--- config.mk ---
export PLATFORM = sky130hd
export DESIGN_NAME = mmd_regs
export DESIGN_NICKNAME = d
export VERILOG_FILES = /design/src/mmd_pkg.sv /design/src/mmd_regs.sv
export SDC_FILE = /design/constraint.sdc
export NUM_CORES = 1
export LEC_CHECK = 0
export ABC_AREA = 1
export BUFFER_PORTS_ARGS = -buffer_cell sky130_fd_sc_hd__buf_4
export CORE_MARGIN = 1
export CORE_UTILIZATION = 37
export CTS_BUF_LIST = sky130_fd_sc_hd__clkbuf_4
export CTS_CLUSTER_SIZE = 20
export DETAILED_ROUTE_END_ITERATION = 10
export GPL_TIMING_DRIVEN = 0
export PLACE_DENSITY_LB_ADDON = 0.15
export SLEW_MARGIN = 30
export SYNTH_ARGS = -nofsm -noshare
export SYNTH_HDL_FRONTEND = slang
export SYNTH_SLANG_ARGS = --single-unit
--- constraint.sdc ---
create_clock -name clk -period 1 [get_ports clk]
set_input_delay 0.15 -clock clk [delete_from_list [all_inputs] [get_ports clk]]
set_output_delay 0.15 -clock clk [all_outputs]
set_load 0.01 [all_outputs]
--- src/mmd_pkg.sv ---
// ----------------------------------------------------------------------------
// mmd_pkg
// Shared widths, register map, state encoding and control structs for the
// multiscale min/max decimator.
// ----------------------------------------------------------------------------
package mmd_pkg;

	localparam int SAMPLE_W = 16;
	localparam int CHAN_W   = 6;
	localparam int LEVEL_W  = 4;
	localparam int NCH_W    = 7;
	localparam int NLV_W    = 4;
	localparam int COUNT_W  = 2;
	localparam int WORD_W   = COUNT_W + 2 * SAMPLE_W;

	localparam int APB_AW = 3;
	localparam int APB_DW = 32;

	localparam int DEF_MAX_CHANNELS = 64;
	localparam int DEF_MAX_LEVELS   = 12;

	// register index, taken from paddr[2]
	localparam logic REG_NUM_CHANNELS = 1'b0;
	localparam logic REG_NUM_LEVELS   = 1'b1;

	localparam logic [NCH_W-1:0] NUM_CHANNELS_RST = NCH_W'(1);
	localparam logic [NLV_W-1:0] NUM_LEVELS_RST   = NLV_W'(12);

	// group fill codes
	localparam logic [COUNT_W-1:0] CNT_EMPTY = 2'd0;
	localparam logic [COUNT_W-1:0] CNT_ONE   = 2'd1;
	localparam logic [COUNT_W-1:0] CNT_TWO   = 2'd2;

	typedef enum logic [2:0] {
		ST_CLEAR,
		ST_IDLE,
		ST_READ,
		ST_UPDATE,
		ST_FLUSH
	} mmd_state_t;

	typedef struct packed {
		logic load;
		logic rd_en;
		logic wr_en;
		logic adv;
		logic push;
		logic push_last;
		logic pend_clr;
		logic clr_wr;
	} mmd_cmd_t;

	typedef struct packed {
		logic in_use;
		logic complete;
		logic final_lv;
		logic pend_valid;
		logic out_free;
		logic clr_done;
	} mmd_status_t;

endpackage

--- src/mmd_regs.sv ---
// ----------------------------------------------------------------------------
// mmd_regs
// APB configuration registers: channel count and level count.
// ----------------------------------------------------------------------------
module mmd_regs (
	input  logic                        clk,
	input  logic                        arst_n,
	input  logic                        psel,
	input  logic                        penable,
	input  logic                        pwrite,
	input  logic [mmd_pkg::APB_AW-1:0]  paddr,
	input  logic [mmd_pkg::APB_DW-1:0]  pwdata,
	output logic [mmd_pkg::APB_DW-1:0]  prdata,
	output logic                        pready,
	output logic [mmd_pkg::NCH_W-1:0]   num_channels,
	output logic [mmd_pkg::NLV_W-1:0]   num_levels
);
	import mmd_pkg::*;

	logic [NCH_W-1:0] num_channels_q;
	logic [NLV_W-1:0] num_levels_q;
	logic             wr;

	assign pready = 1'b1;
	assign wr     = psel & penable & pwrite & pready;

	always_ff @(posedge clk or negedge arst_n) begin
		if (!arst_n) begin
			num_channels_q <= NUM_CHANNELS_RST;
			num_levels_q   <= NUM_LEVELS_RST;
		end else if (wr) begin
			case (paddr[2])
				REG_NUM_CHANNELS: num_channels_q <= pwdata[NCH_W-1:0];
				REG_NUM_LEVELS:   num_levels_q   <= pwdata[NLV_W-1:0];
				default: ;
			endcase
		end
	end

	always_comb begin
		case (paddr[2])
			REG_NUM_CHANNELS: prdata = APB_DW'(num_channels_q);
			REG_NUM_LEVELS:   prdata = APB_DW'(num_levels_q);
			default:          prdata = '0;
		endcase
	end

	assign num_channels = num_channels_q;
	assign num_levels   = num_levels_q;

endmodule

==> qor.yml, run 1 <==
p_leak_nw: 0.736
synth_cell_type_count: 12
antenna_found_initial: 0
finalWeightedCongestion: 0.752
drive_gt1_frac: 0.445
n_antenna_cell: 0
setup_ws_ps: -196
p_sw_frac: 0.321
maxCapViolations: 0
synth_commonest_cells: "35 x nand2_1, 26 x buf_4, 11 x nand3_1"
rows: 15
irDropWorstVdd_mv: 1.09
min-delay-start: "pwdata[3]"
cp.arrival_ps: 1050
coreArea_um2: 1800
cp.required_ps: 850
clkTransAtPathRegs_ps: 70
synth_largest_area_cell: "dfrtp_1"
finClkSkew_ps: 0
nNetsFinal: 205
yosys_warnings: 0
fillers: 166
slew_violations: 0
cts_buffers: 3
drt-total-wl_mm: 1.64
synth_area_um2: 738
crit_type: "reg2out"
cts-root-buf: "clkbuf_4"
synth_top_area_share: 0.271
drc: 0
grt_max_degree: 12
clk_path_buf_depth: 2
gr-total-overflow: 0
cp-startpoint: "num_channels[0]"
crit_slowest_cell: "dfstp_2"
seq_area_frac_synth: 0.378
dieHeight_um: 46.7
port_buffers: 30
io_pins: 84
cts_tree: "yes"
p_switching_mw: 0.527
cts.sinks: 11
dpl.hpwl_mm: 1.21
hold_violations: 0
wl_per_cell_um: 8.69
holdPathEnd: "num_levels[3]"
internal_power_mw: 1.11
path_common_cell: "nand2_1"
p_per_area_nw_per_um2: 1380
path_max_fanout: 2
design_area_um2: 1190
synth_edf_count: 0
clock_latency_ps: 270
comb_power_share: 0.415
grt_usage: 0.148
setup_viol: 10
cp.buffers_inverters: 1
hold_depth: 3
rr_worst_depth: 3
fmaxAchievable_mhz: 836
slowest_delay_ps: 540
postSynthCellCount: 99
path_cells: "nand2_1 -> nand2_1 -> buf_4"
fp.dieArea_um2: 2180
clockPowerShare: 0.211
start_util: 0.410
synth_flop_cell: "dfrtp_1"
vias: 713
synth_area_leaders: "dfrtp_1 27%, buf_4 26%, nand2_1 18%"
area_delta_synth_final_pct: 61.5
drtPass1Iterations: 4
yosysMostFrequentCell: "nand2_1"
min_period_ps: 1200
cpLargestDelayFamily: "flip-flops"
hold-worst-slack_ps: 103
cts_max_level: 1
grt_pass1_vias: 491
crit-reg2reg-launch: "num_channels[0]"
placed_area_um2: 1080
r2r_slack_ps: 180
fin_crit_sh: 1.20
status: "finished with violations"
viasPerCell: 3.77
ys_ff_latch: 11
drt_iter0_markers: 7
grt_pass1_wl_mm: 2.17
rsz0062_at_grt: "true"
synth.avg_cell_area_um2: 7.46
hold_class: "in2reg"
power_mw: 1.64
violations: "negative setup slack"
cp-end-kind: "output port"
die_w_um: 46.7
reg2reg_to: "num_channels[0]"
startpoint_type: "flip-flop"
seqPwrFrac: 0.374
drtAntennaViolNets: 0
synthArstFlopShare: 1.00
## repair_timing
item                                    4_1_cts  5_1_grt
endpoints found under the hold margin        11        0
pin swaps                                     4        4
endpoints found under the setup margin       10       14
gates resized for setup                       2        4
setup buffers                                 1        5
gates cloned                                  0        0
hold buffers                                  1        0
## state kept, by name, summed over array words and instances (netlist names)
name,flops
num_levels,4
num_channels,7
## cell usage in the layout, fill, tap and decap left out
master / synthesis / final
buf_4: 26 / 56
nand2_1: 35 / 35
conb_1: 2 / 26
nand3_1: 11 / 11
dfrtp_1: 8 / 8
buf_6: 1 / 7
inv_1: 5 / 5
clkbuf_4: 0 / 4
nor2_1: 3 / 3
dfstp_2: 3 / 3
buf_2: 2 / 2
nand4_1: 2 / 2
nor2_2: 1 / 1
dlygate4sd3_1: 0 / 1
## how the worst max path moves through the flow
stage               cells past startpoint  slack (ps)               to
finish                                  3        -200        prdata[0]
floorplan                               2         150        prdata[2]
global placement                        6          30        prdata[0]
global route                            3        -230        prdata[2]
detailed placement                      5           3  num_channels[3]
CTS                                     3        -200        prdata[2]
## power by group through the flow
stage	sequential [mW]	combinational, mW	clock [mW]
after floorplan	0.652	0.270	0
after global placement	0.617	0.567	0
after detailed placement	0.619	0.578	0
after CTS	0.611	0.607	0.348
after global routing	0.624	0.747	0.372
final	0.614	0.681	0.346
## through the flow
step	TNS [ps]	instances	setup WS (ps)	util
2_1_floorplan	0	123	153	-
3_3_place_gp	0	178	29.2	0.602
3_5_place_dp	0	178	3.16	0.602
4_1_cts	-1160	184	-196	0.633
5_1_grt	-1620	189	-235	0.662
6_report	-1240	189	-196	0.662
## tightest hold or removal path, cell delays in order
cell and delay [ps]:
buf_4 110, nand3_1 70, nand2_1 50
## per-layer routing
metal | share of wire | GRT usage
met5 | 0 | 0
met4 | 0.010 | 0.0686
met3 | 0.093 | 0.0353
met2 | 0.47 | 0.244
met1 | 0.43 | 0.179
## final cells by class
type	count	area, um2	area share
multi-input combinational	78	314	0.263
timing repair buffer	37	303	0.254
sequential	11	279	0.234
buffer	29	216	0.182
tap	25	31.3	0.0262
clock buffer	4	30.0	0.0252
inverter	5	18.8	0.0157
## kinds of logic (layout without fill, tap and decap cells)
logic type / after synthesis / after routing / share of synthesized area
buf+inv: 34 / 75 / 0.319
flops: 11 / 11 / 0.378
other cells: 2 / 26 / 0.0102
simple gates: 52 / 52 / 0.293
No activity file was read; power rests on OpenSTA's default activity.
==> run 2: changes to the inputs <==
BUFFER_PORTS_ARGS = -buffer_cell sky130_fd_sc_hd__buf_2   (was -buffer_cell sky130_fd_sc_hd__buf_4)
==> qor.yml, run 2 (synthesis results as in run 1) <==
port_buffers: 30
cp-end-kind: "output port"
hold-worst-slack_ps: 98.2
crit-reg2reg-launch: "num_channels[0]"
drt-total-wl_mm: 1.62
drtAntennaViolNets: 0
cp.buffers_inverters: 1
p_leak_nw: 0.714
min_period_ps: 1200
postLayoutCoreUtil: 0.613
power_mw: 1.53
coreArea_um2: 1800
cts_buffers: 3
n_antenna_cell: 0
maxCapViolations: 0
fmaxAchievable_mhz: 837
hold_class: "in2reg"
largest_reg_flops: 7
clock_latency_ps: 270
wl_per_cell_um: 8.57
cts_max_level: 1
cts.sinks: 11
grt_max_degree: 12
clkTransAtPathRegs_ps: 70
multi_input_area_um2: 314
mostFrequentLayoutCell: "nand2_1"
critical_path_depth: 3
cp-startpoint: "num_levels[3]"
cts_tree: "yes"
grt_pass1_wl_mm: 2.26
die_w_um: 46.7
fp.dieArea_um2: 2180
fin_crit_sh: 1.20
min-delay-start: "pwdata[2]"
rr_worst_depth: 3
drt_iter0_markers: 15
antenna_found_initial: 0
grt_pass1_vias: 527
grt_usage: 0.151
nNetsFinal: 205
cp.required_ps: 850
io_pins: 84
drive_gt1_frac: 0.445
slew_violations: 0
violations: "negative setup slack"
viasPerCell: 3.87
gr-total-overflow: 0
path_max_fanout: 3
cp.arrival_ps: 1050
placed_area_um2: 1010
hold_depth: 3
clk_path_buf_depth: 2
start_util: 0.410
most-common-layout-cells: "35 x nand2_1, 31 x buf_2, 31 x buf_4"
cts-root-buf: "clkbuf_4"
finalWeightedCongestion: 0.752
design_area_um2: 1100
rows: 15
crit_type: "reg2out"
rsz0062_at_grt: "true"
finClkSkew_ps: 0
dpl.hpwl_mm: 1.23
hold_violations: 0
vias: 731
fillers: 182
irDropWorstVdd_mv: 0.828
cpLargestDelayFamily: "flip-flops"
startpoint_type: "flip-flop"
path_cells: "nand2_1 -> nand2_1 -> buf_2"
path_common_cell: "nand2_1"
setup_ws_ps: -195
p_per_area_nw_per_um2: 1380
drc: 0
drtPass1Iterations: 4
setup_viol: 10
slowest_delay_ps: 540
area_delta_synth_final_pct: 49.7
dieHeight_um: 46.7
crit_slowest_cell: "dfstp_2"
status: "finished with violations"
final-seq-area_um2: 279
==> run 2: where the power goes <==
group | switching, mW | total, mW | internal [mW]
clock network | 0.155 | 0.336 | 0.182
logic | 0.291 | 0.586 | 0.294
registers | 0.0586 | 0.604 | 0.545
==> run 2: worst paths after layout <==
path	endpoint	slack, ps
max in group asynchronous	num_channels[0]	480
hold / removal	num_levels[2]	100
hold reg to reg	num_levels[2]	470
min in group asynchronous	num_channels[2]	260
setup reg to reg	num_channels[0]	200
setup / recovery	prdata[3]	-200
==> run 2: timing repair <==
action | CTS | global route
pin swaps | 2 | 4
hold buffers | 1 | 0
resized for setup | 2 | 0
endpoints found under the hold margin | 11 | 0
setup endpoints to repair | 10 | 12
buffers inserted | 2 | 4
==> run 2: per-stage QoR <==
stage	TNS [ps]	cells	setup WS [ps]
after global routing	-1580	189	-245
after CTS	-1150	185	-201
after floorplan	0	123	153
after global placement	0	178	26.2
after detailed placement	0	178	11.1
final	-1100	189	-195
==> run 2: worst min-delay path, stage by stage <==
cell     delay (ps)
buf_2           100
nand3_1          70
nand2_1          50
==> run 2: layout make-up <==
type,instances,share of cell area
multi-input cells,78,0.284
flip-flops and latches,11,0.253
plain buffers,29,0.196
repair buffers,37,0.195
well taps,25,0.0283
clock buffers,4,0.0272
inverters,5,0.0170
==> run 2: layer usage <==
layer	wire [um]	global-route usage
met1	656	0.190
met2	819	0.253
met3	144	0.0353
met4	0	0.0514
met5	0	0
