<file path="src/mmd_pkg.sv">
// ----------------------------------------------------------------------------
// mmd_pkg
// Shared widths, register map, state encoding and control structs for the
// multiscale min/max decimator.
// ----------------------------------------------------------------------------
package mmd_pkg;

	localparam int SAMPLE_W = 16;
	localparam int CHAN_W   = 6;
	localparam int LEVEL_W  = 4;
	localparam int NCH_W    = 7;
	localparam int NLV_W    = 4;
	localparam int COUNT_W  = 2;
	localparam int WORD_W   = COUNT_W + 2 * SAMPLE_W;

	localparam int APB_AW = 3;
	localparam int APB_DW = 32;

	localparam int DEF_MAX_CHANNELS = 64;
	localparam int DEF_MAX_LEVELS   = 12;

	// register index, taken from paddr[2]
	localparam logic REG_NUM_CHANNELS = 1'b0;
	localparam logic REG_NUM_LEVELS   = 1'b1;

	localparam logic [NCH_W-1:0] NUM_CHANNELS_RST = NCH_W'(1);
	localparam logic [NLV_W-1:0] NUM_LEVELS_RST   = NLV_W'(12);

	// group fill codes
	localparam logic [COUNT_W-1:0] CNT_EMPTY = 2'd0;
	localparam logic [COUNT_W-1:0] CNT_ONE   = 2'd1;
	localparam logic [COUNT_W-1:0] CNT_TWO   = 2'd2;

	typedef enum logic [2:0] {
		ST_CLEAR,
		ST_IDLE,
		ST_READ,
		ST_UPDATE,
		ST_FLUSH
	} mmd_state_t;

	typedef struct packed {
		logic load;
		logic rd_en;
		logic wr_en;
		logic adv;
		logic push;
		logic push_last;
		logic pend_clr;
		logic clr_wr;
	} mmd_cmd_t;

	typedef struct packed {
		logic in_use;
		logic complete;
		logic final_lv;
		logic pend_valid;
		logic out_free;
		logic clr_done;
	} mmd_status_t;

endpackage

</file>
<file path="src/mmd_ctrl.sv">
// ----------------------------------------------------------------------------
// mmd_ctrl
// Sequencer: clears the group store after reset, then walks one sample up
// the levels, one read and one update per level.
// ----------------------------------------------------------------------------
module mmd_ctrl (
	input  logic                  clk,
	input  logic                  arst_n,
	input  logic                  in_valid,
	output logic                  in_ready,
	input  mmd_pkg::mmd_status_t  status,
	output mmd_pkg::mmd_cmd_t     cmd
);
	import mmd_pkg::*;

	mmd_state_t state_q, state_d;

	always_ff @(posedge clk or negedge arst_n) begin
		if (!arst_n) begin
			state_q <= ST_CLEAR;
		end else begin
			state_q <= state_d;
		end
	end

	// next state
	always_comb begin
		state_d = state_q;
		case (state_q)
			ST_CLEAR: begin
				if (status.clr_done) state_d = ST_IDLE;
			end
			ST_IDLE: begin
				if (in_valid && status.in_use) state_d = ST_READ;
			end
			ST_READ: state_d = ST_UPDATE;
			ST_UPDATE: begin
				if (!status.complete) begin
					state_d = status.pend_valid ? ST_FLUSH : ST_IDLE;
				end else if (!status.pend_valid || status.out_free) begin
					state_d = status.final_lv ? ST_FLUSH : ST_READ;
				end
			end
			ST_FLUSH: begin
				if (status.out_free) state_d = ST_IDLE;
			end
			default: state_d = ST_IDLE;
		endcase
	end

	// outputs
	always_comb begin
		cmd      = '0;
		in_ready = 1'b0;
		case (state_q)
			ST_CLEAR: cmd.clr_wr = 1'b1;
			ST_IDLE: begin
				in_ready = 1'b1;
				cmd.load = in_valid;
			end
			ST_READ: cmd.rd_en = 1'b1;
			ST_UPDATE: begin
				if (!status.complete) begin
					cmd.wr_en = 1'b1;
				end else if (!status.pend_valid || status.out_free) begin
					// older result goes out as not-last, new one waits in pend
					cmd.wr_en = 1'b1;
					cmd.adv   = 1'b1;
					cmd.push  = status.pend_valid;
				end
			end
			ST_FLUSH: begin
				if (status.out_free) begin
					cmd.push      = 1'b1;
					cmd.push_last = 1'b1;
					cmd.pend_clr  = 1'b1;
				end
			end
			default: ;
		endcase
	end

	a_idle_no_pend: assert property (@(posedge clk) disable iff (!arst_n)
		(state_q == ST_IDLE) |-> !status.pend_valid)
		else $error("pending result left behind at idle");

	a_read_then_update: assert property (@(posedge clk) disable iff (!arst_n)
		(state_q == ST_READ) |=> (state_q == ST_UPDATE))
		else $error("read not followed by update");

	a_clear_done: assert property (@(posedge clk) disable iff (!arst_n)
		(state_q == ST_CLEAR && status.clr_done) |=> (state_q == ST_IDLE))
		else $error("clear pass did not end in idle");

endmodule

</file>
<file path="config.mk">
export PLATFORM = sky130hd
export DESIGN_NAME = mmd_ctrl
export DESIGN_NICKNAME = d
export VERILOG_FILES = /design/src/mmd_pkg.sv /design/src/mmd_ctrl.sv
export SDC_FILE = /design/constraint.sdc
export NUM_CORES = 1
export LEC_CHECK = 0
export BUFFER_PORTS_ARGS = -buffer_cell sky130_fd_sc_hd__buf_2
export CAP_MARGIN = 10
export CORE_AREA = 4 4 41 43
export CTS_CLUSTER_DIAMETER = 100
export DETAILED_ROUTE_END_ITERATION = 8
export DIE_AREA = 0 0 45 47
export PLACE_DENSITY = 0.51
export SLEW_MARGIN = 20
export SYNTH_ARGS = -nofsm -noshare
export SYNTH_HDL_FRONTEND = slang
export SYNTH_SLANG_ARGS = --single-unit
</file>
<file path="constraint.sdc">
create_clock -name clk -period 1.86 [get_ports clk]
set_clock_uncertainty 0.05 [all_clocks]
set_input_delay 0.465 -clock clk [delete_from_list [all_inputs] [get_ports clk]]
set_output_delay 0.465 -clock clk [all_outputs]
set_load 0.02 [all_outputs]
</file>
==> results.toml, run 1 <==
[yosys]
yosys_warnings = 0
avgSynthCellArea_um2 = 8.68
synthArstFlopShare_pct = 100
synth_cell_type_count = 21
synthCells = 30
synth_seq_cells = 3
syn_area_um2 = 260
synth_seq_area_share_pct = 28.8
netlist.area_leader.share_pct = 28.8
synth-edff-count = 0
synth_flop_cell = "dfrtp_1"
synth_nets = 39
synthTopCellsByCount = "dfrtp_1 (3), nor2_1 (3), nor3b_1 (3)"
synth_area_leaders = "dfrtp_1 (29%), nor3b_1 (8.7%), o21a_1 (5.8%), a31oi_1 (4.8%), and3_1 (4.8%)"
yosys.area.top_type = "dfrtp_1"

[drt]
drcViolationCount = 0
vias = 323
drt_iter0_markers = 3
viasPerCell = 4.68
avgRoutedWirePerCell_um = 10.7
dr.pass1.iters = 2
final_antenna_net_count = 0
wirelength_um = 740

[status]
outcome = "finished, final reports clean"

[hold_path]
hold_class = "in -> async"

[sta]
min_period_ns = 1.79
setup_viol = 0
period_share_pct = 96.4
setup_ws_ns = 0.0668
maxSlewViolCount = 0
worst_slew_pin_slew_ns = 0.337
relSlewSlack_pct = 77.3
fmax_mhz = 558
hold_viol_final = 0
hold_slack_ns = 0.502

[floorplan]
die_h_um = 47
row_count = 13
dieArea_um2 = 2120
core_um2 = 1300
boundaryPins = 18
die-width_um = 45
start_util_pct = 20.0

[power_and_ir_drop]
powerDensity_nw_per_um2 = 1460
vdd_drop_max_uv = 410
p_leak_nw = 0.223

[worst_setup_path]
setup.worst_path.end_class = "primary output"
r2r_cells = 4
worstSetupStartpointType = "register"
critical_path_arrival_ns = 1.28
path_class = "reg -> out"
cp.required_ns = 1.34
cp_max_fo = 7

[layout]
diodes = 0
nFillCells = 148
fin_cells = 69
post-route-util_pct = 33.4
syn2layout_area_growth_pct = 66.8
num-nets-final = 64
largestRegisters = "state_q: 3 flops"
multi_input_area_um2 = 174
drive_gt1_share_pct = 55.6
regMostFlops = "state_q"
largest_reg_flops = 3
regArea_um2 = 78.8

[clock_network]
cts.sinks = 3
path_clk_slew_ns = 0.04
cts_tree = "yes"
cts_buffer_depth = 2
cts-root-buf = "clkbuf_4"
clkLatencyLatePin_ns = 0.24
htreeDepth = 1
numCtsBuffers = 3

[run]
maxCapViolations = 0

[place]
dp_cells = 60
io_buffers = 17
gp_congestion = 0.717
pre_cts_ws_ns = 0.158

[grt]
first_global_vias = 245
antenna_found_initial = 0
grt_pass1_wl_um = 1030
overflow = 0
grt_start_max_net_pins = 11
grt.total_usage_pct = 7.12
-- cell type report --
class                   instances  share of cell area [%]
repair buffers                 22                    30.5
inverters                       1                   0.865
clock buffers                   4                    6.05
multi-input cells              24                    40.1
flip-flops and latches          3                    18.2
well taps                      15                    4.32
-- per-layer routing --
layer / up-vias / part of all wire (%) / global-route usage (%)
li1: 158 / - / -
met1: 152 / 39 / 8.45
met2: 13 / 51 / 9.04
met3: 0 / 9.9 / 4.60
met4: 0 / 0 / 5.26
met5: - / 0 / 0
-- power by group --
group / switching (mW) / internal (mW)
clock: 0.0365 / 0.0806
combinational: 0.180 / 0.182
sequential: 0.0543 / 0.0987
-- timing repair --
action                                 in CTS  in global routing
endpoints found under the hold margin       3                  0
hold buffers                                1                  0
setup buffers                               0                  4
gates resized for setup                     2                  4
setup endpoints to repair                   3                  5
pin swaps                                   0                  2
-- cell families after synthesis --
family	after synthesis	share of synthesized area (%)
buffers and inverters	3	8.65
AO/OA/AOI/OAI	9	27.4
AND/OR/NAND/NOR	15	35.1
flip-flops	3	28.8
-- final timing paths --
kind / endpoint / slack, ns / startpoint
setup reg to reg: state_q[0] / 0.59 / state_q[0]
hold / removal: state_q[1] / 0.50 / arst_n
max in group asynchronous: state_q[0] / 1.14 / arst_n
setup / recovery: cmd[3] / 0.07 / state_q[1]
hold reg to reg: state_q[1] / 0.55 / state_q[2]
min in group clk: state_q[2] / 0.51 / status[1]
-- placed cells by master, fill, tap and decap left out, types with 2 or more instances in the layout --
cell | synthesis | routed
dfrtp_2 | 0 | 3
buf_2 | 0 | 16
a31oi_1 | 2 | 2
clkbuf_4 | 0 | 3
and3_1 | 2 | 2
nor2_1 | 3 | 3
nor3b_1 | 3 | 2
buf_4 | 1 | 4
o21a_1 | 2 | 2
-- through the flow --
step	setup TNS [ns]	instance area, µm²	total power, mW
after detailed placement	0	345	0.436
after global placement	0	345	0.440
after global routing	-0.00271	434	0.684
after floorplan	0	260	0.368
after CTS	0	388	0.569
final	0	434	0.632
-- worst max-delay path: stages, from the launching register on --
cell	delay, ns
dfrtp_2	0.45
and3b_2	0.26
a31oi_1	0.13
nor2_1	0.05
buf_4	0.15
(Power assumes the default switching activity.)
==> inputs of run 2 (changes only) <==
Settings changed: ABC_AREA set to 1, CTS_BUF_LIST set to sky130_fd_sc_hd__clkbuf_4 sky130_fd_sc_hd__clkbuf_8, GPL_ROUTABILITY_DRIVEN set to 0, PLACE_DENSITY 0.51 to 0.55.
==> results.toml, run 2 <==
[yosys]
syn_area_um2 = 308
netlist.area_leader.share_pct = 24.4
synthArstFlopShare_pct = 100
yosysMostFrequentCell = "nand2_1"
synth_nets = 62
synth_area_leaders = "dfrtp_1 (24%), nand2_1 (12%), nand3_1 (11%), inv_1 (11%), nor2_1 (9.8%)"
synthTopCellsByCount = "nand2_1 (10), inv_1 (9), nor2_1 (8)"
avgSynthCellArea_um2 = 5.81
yosys.area.top_type = "dfrtp_1"
yosys_warnings = 0
synth_flop_cell = "dfrtp_1"
synthCells = 53
synth_seq_cells = 3
synth-edff-count = 0
synth_seq_area_share_pct = 24.4
synth_cell_type_count = 16

[power_and_ir_drop]
vdd_drop_max_uv = 730
p_leak_nw = 0.264
powerDensity_nw_per_um2 = 1550

[layout]
drive_gt1_share_pct = 41.9
syn2layout_area_growth_pct = 45.1
largestRegisters = "state_q: 3 flops"
largest_reg_flops = 3
post-route-util_pct = 34.3
num-nets-final = 84
final_common_cell = "buf_2"
diodes = 0
layout_common_cells = "buf_2 (17), nand2_1 (10), inv_1 (9), nor2_1 (8), nand3_1 (7)"
regMostFlops = "state_q"

[status]
outcome = "finished, final reports clean"

[worst_setup_path]
r2r_start = "state_q[1]"
r2r_cells = 6
cp_max_fo = 5
path_buf_inv = 2
path_class = "reg -> out"
r2r-end = "state_q[0]"
cpPeakStageDelay_ns = 0.44
crit_chain = "inv_2, nand3_2, a211oi_1, buf_2"
cp.required_ns = 1.34
critPathCapture = "cmd[4]"
r2r_slack_ns = 0.64
crit_path_start = "state_q[2]"
critical_path_arrival_ns = 1.23
crit_family = "flip-flops"
setup.worst_path.end_class = "primary output"
cp.depth = 4
crit_slowest_cell = "dfrtp_2"
worstSetupStartpointType = "register"

[place]
io_buffers = 17
dp_hpwl_um = 639

[clock_network]
numCtsBuffers = 3
cts-root-buf = "clkbuf_4"
cts_buffer_depth = 2
cts_tree = "yes"
htreeDepth = 1
clkLatencyLatePin_ns = 0.23
cts.sinks = 3
path_clk_slew_ns = 0.04
post_cts_buffers = 0

[drt]
viasPerCell = 4.21
wirelength_um = 781
drcViolationCount = 0
vias = 375
final_antenna_net_count = 0
drt_iter0_markers = 10
avgRoutedWirePerCell_um = 8.78
dr.pass1.iters = 4

[floorplan]
boundaryPins = 18
dieArea_um2 = 2120
die_h_um = 47
core_um2 = 1300
start_util_pct = 23.7
row_count = 13
die-width_um = 45

[sta]
hold_viol_final = 0
period_share_pct = 94.1
setup_viol = 0
min_period_ns = 1.75
relSlewSlack_pct = 85.9
fmax_mhz = 572
rsz0062_at_grt = "false"
tns_ns = 0
worst_slew_pin_slew_ns = 0.212
maxSlewViolCount = 0

[hold_path]
hold_class = "in -> reg"
hold_depth = 4

[grt]
grt_start_max_net_pins = 7
grt_pass1_wl_um = 1150
grt.total_usage_pct = 7.68
antenna_found_initial = 0
overflow = 0
first_global_vias = 335

[run]
maxCapViolations = 0
==> run 2: how the worst min path moves through the flow <==
stage	startpoint	slack (ns)	endpoint
6_report	status[1]	0.48	state_q[2]
2_1_floorplan	arst_n	0.12	state_q[0]
5_1_grt	status[1]	0.50	state_q[2]
3_5_place_dp	arst_n	0.21	state_q[1]
4_1_cts	status[1]	0.47	state_q[2]
3_3_place_gp	arst_n	0.21	state_q[1]
==> run 2: routing by layer <==
| metal | wire (µm) | vias to the layer above | part of all wire, % | GRT usage [%] |
|---|---|---|---|---|
| met5 | 0 | - | 0 | 0 |
| met4 | 0 | 0 | 0 | 8.77 |
| met3 | 35 | 0 | 4.5 | 1.53 |
| met2 | 426 | 5 | 55 | 12.4 |
| met1 | 319 | 166 | 41 | 7.78 |
| li1 | - | 204 | - | - |
==> run 2: layout make-up <==
type                            count  area [µm²]
Timing Repair Buffer               18        95.1
Tap cell                           15        18.8
Sequential cell                     3        77.6
Fill cell                         152         855
Clock buffer                        4        30.0
Inverter                           12        45.0
Multi-Input combinational cell     37         180
==> run 2: repair_timing <==
action,4_1_cts,5_1_grt
resized for setup,0,2
endpoints found under the hold margin,3,0
setup endpoints to repair,0,2
hold buffers,1,0
==> run 2: kinds of logic (layout without fill, tap and decap cells) <==
group                  after synthesis  after routing  synth area share (%)
DFF                                  3              3                  24.4
buffers and inverters               13             34                  17.1
AOI/OAI and AO/OA                    3              3                  6.10
and+or+nand+nor                     34             34                  52.4
==> run 2: through the flow <==
step           power [mW]  area (µm²)  std cells  setup slack (ns)  hold slack, ns
2_1_floorplan       0.449         308         53             0.159           0.119
3_3_place_gp        0.570         404         84             0.291           0.211
3_5_place_dp        0.564         404         84             0.282           0.211
4_1_cts             0.705         444         89            0.0623           0.473
5_1_grt             0.769         447         89           0.00301           0.503
6_report            0.692         447         89             0.111           0.475
==> run 2: report_power, final <==
group	internal, mW	switching, mW	total, mW
Combinational	0.146	0.264	0.410
Sequential	0.0998	0.0534	0.153
Clock	0.0949	0.0339	0.129
==> run 2: worst reg2reg max path: cells and delay by family, from the launching register on <==
kind,cells,cell delay (ns)
AND/OR/NAND/NOR,6,0.62
flip-flops,1,0.44
